<file path="config.mk">
export PLATFORM = sky130hd
export DESIGN_NAME = mcw_ctrl
export DESIGN_NICKNAME = d
export VERILOG_FILES = /design/src/sv/mcw_pkg.sv /design/src/sv/mcw_ctrl.sv
export SDC_FILE = /design/constraint.sdc
export NUM_CORES = 1
export LEC_CHECK = 0
export BUFFER_PORTS_ARGS = -buffer_cell sky130_fd_sc_hd__buf_4
export CAP_MARGIN = 30
export CORE_AREA = 2 2 39 41
export CTS_CLUSTER_DIAMETER = 60
export DETAILED_ROUTE_END_ITERATION = 8
export DIE_AREA = 0 0 41 43
export HOLD_SLACK_MARGIN = 0.03
export PLACE_DENSITY_LB_ADDON = 0.1
export SLEW_MARGIN = 5
export SYNTH_ARGS = -nofsm -noshare
export SYNTH_HDL_FRONTEND = slang
export SYNTH_SLANG_ARGS = --single-unit
</file>
<file path="constraint.sdc">
create_clock -name clk -period 1.4 [get_ports clk]
set_clock_uncertainty 0.2 [all_clocks]
set_input_delay 0.21 -clock clk [delete_from_list [all_inputs] [get_ports clk]]
set_output_delay 0.21 -clock clk [all_outputs]
set_load 0.02 [all_outputs]
</file>
<file path="src/sv/mcw_pkg.sv">
// Shared types and constants of the Markov chain walker.
package mcw_pkg;

  // Chain geometry and fixed-point format.
  localparam int NUM_STATES = 256;
  localparam int MAX_EDGES  = 8;
  localparam int PROB_BITS  = 16;

  localparam int STATE_W   = $clog2(NUM_STATES);
  localparam int EDGE_IDX_W = (MAX_EDGES > 1) ? $clog2(MAX_EDGES) : 1;
  localparam int CNT_W     = $clog2(MAX_EDGES + 1);
  localparam int FRAC_W    = PROB_BITS + 1;
  localparam int SCORE_W   = PROB_BITS + 2;
  localparam int EDGE_ADDR_W = STATE_W + EDGE_IDX_W;
  localparam int EDGE_DEPTH  = NUM_STATES * (2 ** EDGE_IDX_W);
  localparam int HDR_W     = CNT_W + SCORE_W;
  localparam int EDGE_W    = STATE_W + SCORE_W;

  localparam logic [SCORE_W-1:0] SCORE_MAX = {SCORE_W{1'b1}};
  localparam logic [CNT_W-1:0]   CNT_FULL  = CNT_W'(MAX_EDGES);

  // Request opcodes.
  localparam logic OP_APPEND = 1'b0;
  localparam logic OP_STEP   = 1'b1;

  // Input request and result payloads.
  typedef struct packed {
    logic        opcode;
    logic [7:0]  source_state;
    logic [7:0]  dest_state;
    logic [16:0] edge_prob;
    logic [16:0] rand_value;
  } in_item_t;

  typedef struct packed {
    logic [7:0] next_state;
    logic       no_match;
    logic       load_rejected;
  } out_item_t;

  // Controller states, one-hot.
  typedef enum logic [4:0] {
    S_IDLE = 5'b00001,
    S_HDR  = 5'b00010,
    S_EVAL = 5'b00100,
    S_SCAN = 5'b01000,
    S_DONE = 5'b10000
  } ctrl_state_t;

  // Commands from the controller to the datapath.
  typedef struct packed {
    logic capture;
    logic eval;
    logic scan;
    logic load_out;
  } ctrl_cmd_t;

  // Status from the datapath to the controller.
  typedef struct packed {
    logic opcode;
    logic scan_hit;
    logic scan_end;
    logic out_busy;
  } ctrl_sts_t;

endpackage

</file>
<file path="src/sv/mcw_ctrl.sv">
// Controller state machine of the Markov chain walker.
module mcw_ctrl (
  input  logic              clk,
  input  logic              rst_n,
  input  logic              in_valid,
  output logic              in_stall,
  input  mcw_pkg::ctrl_sts_t sts,
  output mcw_pkg::ctrl_cmd_t cmd
);

  mcw_pkg::ctrl_state_t state_r, state_nxt;

  // Next state and command decode.
  always_comb begin
    state_nxt    = state_r;
    cmd          = '0;
    in_stall     = 1'b1;
    case (state_r)
      mcw_pkg::S_IDLE: begin
        in_stall    = 1'b0;
        cmd.capture = in_valid;
        if (in_valid) begin
          state_nxt = mcw_pkg::S_HDR;
        end
      end
      mcw_pkg::S_HDR: begin
        state_nxt = mcw_pkg::S_EVAL;
      end
      mcw_pkg::S_EVAL: begin
        cmd.eval = 1'b1;
        if (sts.opcode == mcw_pkg::OP_STEP) begin
          state_nxt = mcw_pkg::S_SCAN;
        end else begin
          state_nxt = mcw_pkg::S_DONE;
        end
      end
      mcw_pkg::S_SCAN: begin
        cmd.scan = 1'b1;
        if (sts.scan_hit || sts.scan_end) begin
          state_nxt = mcw_pkg::S_DONE;
        end
      end
      mcw_pkg::S_DONE: begin
        if (!sts.out_busy) begin
          cmd.load_out = 1'b1;
          state_nxt    = mcw_pkg::S_IDLE;
        end
      end
      default: begin
        state_nxt = mcw_pkg::S_IDLE;
      end
    endcase
  end

  always_ff @(posedge clk) begin
    if (!rst_n) begin
      state_r <= mcw_pkg::S_IDLE;
    end else begin
      state_r <= state_nxt;
    end
  end

endmodule

</file>
======== Yosys cells after proc, flatten, opt, wreduce, memory -nomap -nowiden ========
Index checks and enable logic that the tools add are counted.
cells by class
  eq/ne operators ......................... 8
  muxes and demuxes ....................... 11
  reductions and logical operators ........ 2
operator list
  kind                                                 number
  case mux 5 bit (5 select lines)                      1
  2-to-1 mux 5 bit                                     4
  2-to-1 mux 1 bit                                     6
  != test 2 bit, second input constant                 3
  equality test 5 x 1 -> 1 bit, second input constant  1
  equality test 5 x 2 -> 1 bit, second input constant  1
  equality test 5 x 3 -> 1 bit, second input constant  1
  equality test 5 x 4 -> 1 bit, second input constant  1
  equality test 5 bit, second input constant           1
  AND reduction 3 bit                                  1
  logical OR 1 bit                                     1
word-level totals
  flip-flop bits (word level) ............. 5
  logic and storage cells ................. 22

======== Logic depth before layout (Yosys ltp) ========
  depth in word-level cells ............... 3
  mapped depth ............................ 4
  depth with buffers taken out ............ 4

======== Worst setup path before layout ========
No wires, ideal clock.
  kind .................................... register -> register
  start ................................... reg state_r[1]
  end ..................................... reg state_r[1]
  arrival time ............................ 1.135 ns
  setup slack ............................. 0.005 ns
  stages on the path, launching flop included .. 5
  buffers on the path ..................... 0
  clock period less this slack ............ 1.395 ns
  cells stage by stage .................... dfxtp_1 nor3_4 nand2_2 nor2_2 and2_1
between the ends
  cells in the longest elaborated chain, start to end .. 3
  elaborated cells on any way between the ends .. 10
  classes of those cells .................. eq/ne (8); mux (1); reduce/logical (1)
ends and longest elaborated chain
  item                                                        RTL line        text
  start, declared                                             mcw_ctrl.sv:11  mcw_pkg::ctrl_state_t state_r, state_nxt;
  start signal, assigned                                      mcw_ctrl.sv:57  state_r <= mcw_pkg::S_IDLE;
  start signal, assigned                                      mcw_ctrl.sv:59  state_r <= state_nxt;
  equality test 5 x 4 -> 1 bit, or another cell as far along  mcw_ctrl.sv:18  case (state_r)
  != test 2 bit (no line)                                     --
  AND reduction 3 bit (no line)                               --
Several ways; a longest one is shown, not always the timed one.
A chain may end at the register's enable or synchronous reset.

==> summary.md <==
| Metric | Value |
|---|---|
| Mapped Nets | `48` |
| Mean Syn Cell Area | `just under 8 um^2` |
| Mux contribution to synthesized area | `0%` |
| Vias per cell | `~4.4` |
| Slew HR | `85.8%` |
| Clock buffer depth | `2` |
| WP data arrival | `about 1200 ps` |
| Violated checks | `negative setup slack` |
| Status | `finished, violations left` |
| Remaining Overflow, GRT | `0` |
| Synth Area in Compound Gates | `about 15%` |
| Top delay family on crit path | `simple AND/OR/NAND/NOR gates` |
| Synth top area cells | `dfxtp_1 (31%), nor2_1 (7.0%), nor3_4 (5.1%)` |
| Registers with the most flip-flops | `state_r (5)` |
| Root Buffer | `clkbuf_4` |
| Clk_lat worst skew | `roughly 240 ps` |
| 1st-iter DRT viols | `2` |
| Largest family of logic cells by synthesized area | `simple AND/OR/NAND/NOR gates` |
| GP Congestion | `0.670` |
| Top-count cell post-synth | `nor2_1` |
| Crit path cell chain | `nor3_4 -> nand2_2 -> nor2_4 -> buf_6` |
| Setup violators final | `5` |
| Max FFs per register | `5` |
| WP data required | `just under 1000 ps` |
| EDFF count, synth | `0` |
| P per Cell Area | `around 770 nW/um^2` |
| PortBufs | `11` |
| Biggest register | `state_r` |
| Dpl hpwl | `a little over 600 um` |
| Commonest cells in the synthesized netlist | `nor2_1 (6), dfxtp_1 (5), nand2_1 (3), nand3_1 (3)` |
| CP bufs+invs | `1` |
| Vias in the first global route | `approximately 330` |
| DR WL/cell | `about 11 um` |
| DRT Wirelength | `866 um` |
| Clock-pin slew on the worst setup and hold paths | `roughly 40 ps` |
| Via count | `around 350` |
| CP startpoint kind | `flip-flop` |
| TritonCTS buffer count | `3` |
| Synth warnings | `0` |
| CP max-delay cell | `dfxtp_4` |
| Sequential area share after synthesis | `between 30% and 40%` |
| CTS tree | `built` |
| H-tree depth | `1` |
| Yosys reg bits | `5` |
| Final hold slack | `75.8 ps` |
| Rows | `14` |
| Critical Path Sink Type | `output port` |
| Initial Util | `23.1%` |
| Yosys cell types | `24` |
| CORE AREA | `1380 um^2` |
| Design area | `roughly 570 um^2` |
| Net count, final | `between 70 and 80` |
| Mapped Cells | `between 40 and 50` |
| HP Class | `in2reg` |
| Final Max Slew Viols | `0` |
| DR DRC count | `0` |
| Synth Area in XOR/XNOR | `approximately 2.7%` |
| Yosys top cell area share | `between 30% and 40%` |
| Max IR drop VDD | `0.353 mV` |
| Die height | `approximately 43 um` |
| CTS Sinks | `5` |
| Fin crit period | `around 1600 ps` |
| Post-route ant nets | `0` |
| Predominant post-synthesis flop cell | `dfxtp_1` |
| Synth Area in Adders | `0%` |
| Worst setup margin | `-170 ps` |
| Drt pass-1 iters | `2` |
| Leakage power figure | `0.250 nW` |
| Async SR Flop Fraction | `0%` |
| Synthesized area | `about 320 um^2` |
| Global-route wire length before repair | `1.36 mm` |
| Worst-path fanout max | `6` |
| Area post-placement | `430 um^2` |
| Worst Tran Pin Value | `around 210 ps` |
| Share of cells above drive strength 1 | `approximately 60%` |
| Die area | `roughly 1800 um^2` |
| Die Wd | `slightly above 40 um` |
| Ant diodes | `0` |
| Largest area contributor in the netlist | `dfxtp_1` |
| Io pins | `12` |
| Max Cap Viol | `0` |
| Layout area overhead | `77.3%` |
| Worst Setup Path Type | `reg2out` |
| FMAX | `between 600 and 700 MHz` |
| Initial antenna violation count | `0` |
| Gr usage total | `11.5%` |
| Hold Fails Final Rpt | `0` |
| Simple-Gate Fraction of Synth Area | `between 40% and 50%` |
| RSZ-0062 raised after global routing | `yes` |
| CP max stage delay | `between 300 and 400 ps` |
| Period Utilization, post-route | `112%` |
| Largest net degree at the start of global routing | `7` |
timing repair:
item                                   CTS  global route
hold buffers                             2             0
setup buffers                            4             0
endpoints found under the hold margin    2             0
setup endpoints to repair                5             8
gates resized for setup                 16             5
pin swaps                                3             3
routing by layer:
layer | wire (um) | track usage [%] | vias up
met2 | 444 | 19.1 | 12
met1 | 362 | 12.5 | 157
met3 | 59 | 6.28 | 0
li1 | - | - | 182
met5 | 0 | 0 | -
met4 | 0 | 2.00 | 0
power breakdown:
part	internal (mW)	switching [mW]	total, mW
registers	0.147	0.0131	0.160
clock network	0.108	0.0596	0.167
logic	0.0588	0.0541	0.113
layout make-up:
class / count / area, um^2
Timing Repair Buffer: 18 / 151
Tap cell: 16 / 20.0
Sequential cell: 5 / 114
Multi-Input combinational cell: 34 / 249
Fill cell: 154 / 816
Inverter: 2 / 7.51
Clock buffer: 4 / 26.3
worst reg2reg max path, cell delays in order, from the launching register on:
cell	delay, ps
dfxtp_4	370
nor3_4	230
buf_4	160
a31oi_2	110
a21boi_1	150
cells in the final DEF (no fill, tap or decap), types with 2 or more instances in the layout:
| cell type | instances |
|---|---|
| inv_1 | 2 |
| dfxtp_2 | 2 |
| buf_6 | 3 |
| o21ai_1 | 2 |
| dlygate4sd3_1 | 2 |
| nand2_1 | 3 |
| nand2_2 | 2 |
| nor2b_4 | 2 |
| clkbuf_4 | 3 |
| nor2_1 | 5 |
| dfxtp_4 | 3 |
| nand3_1 | 2 |
| nor2_4 | 2 |
| buf_4 | 13 |
through the flow:
step	TNS, ps	cells	utilization (%)	total power [mW]	worst slack, ps
6_report	-568	79	41.0	0.440	-170
5_1_grt	-856	79	41.0	0.468	-238
4_1_cts	-562	79	39.8	0.443	-175
3_3_place_gp	0	69	31.1	0.257	0.118
3_5_place_dp	0	69	31.1	0.255	9.07
2_1_floorplan	0	41	-	0.220	5.19
path summary, 6_finish.rpt:
path	startpoint	to	slack, ps	cells past startpoint
max	state_r[1]	cmd[3]	-170	4
min	sts[2]	state_r[3]	80	4
max reg2reg	state_r[1]	state_r[3]	80	4
min reg2reg	state_r[1]	state_r[2]	320	2
cells by family (layout without fill, tap and decap cells):
kind of cell              Yosys count  in the layout
and+or+nand+nor                    26             26
DFF                                 5              5
AOI/OAI and AO/OA                   7              7
xor gates and xnor gates            1              1
buffers and inverters               2             24
No activity file was read; power rests on OpenSTA's default activity.
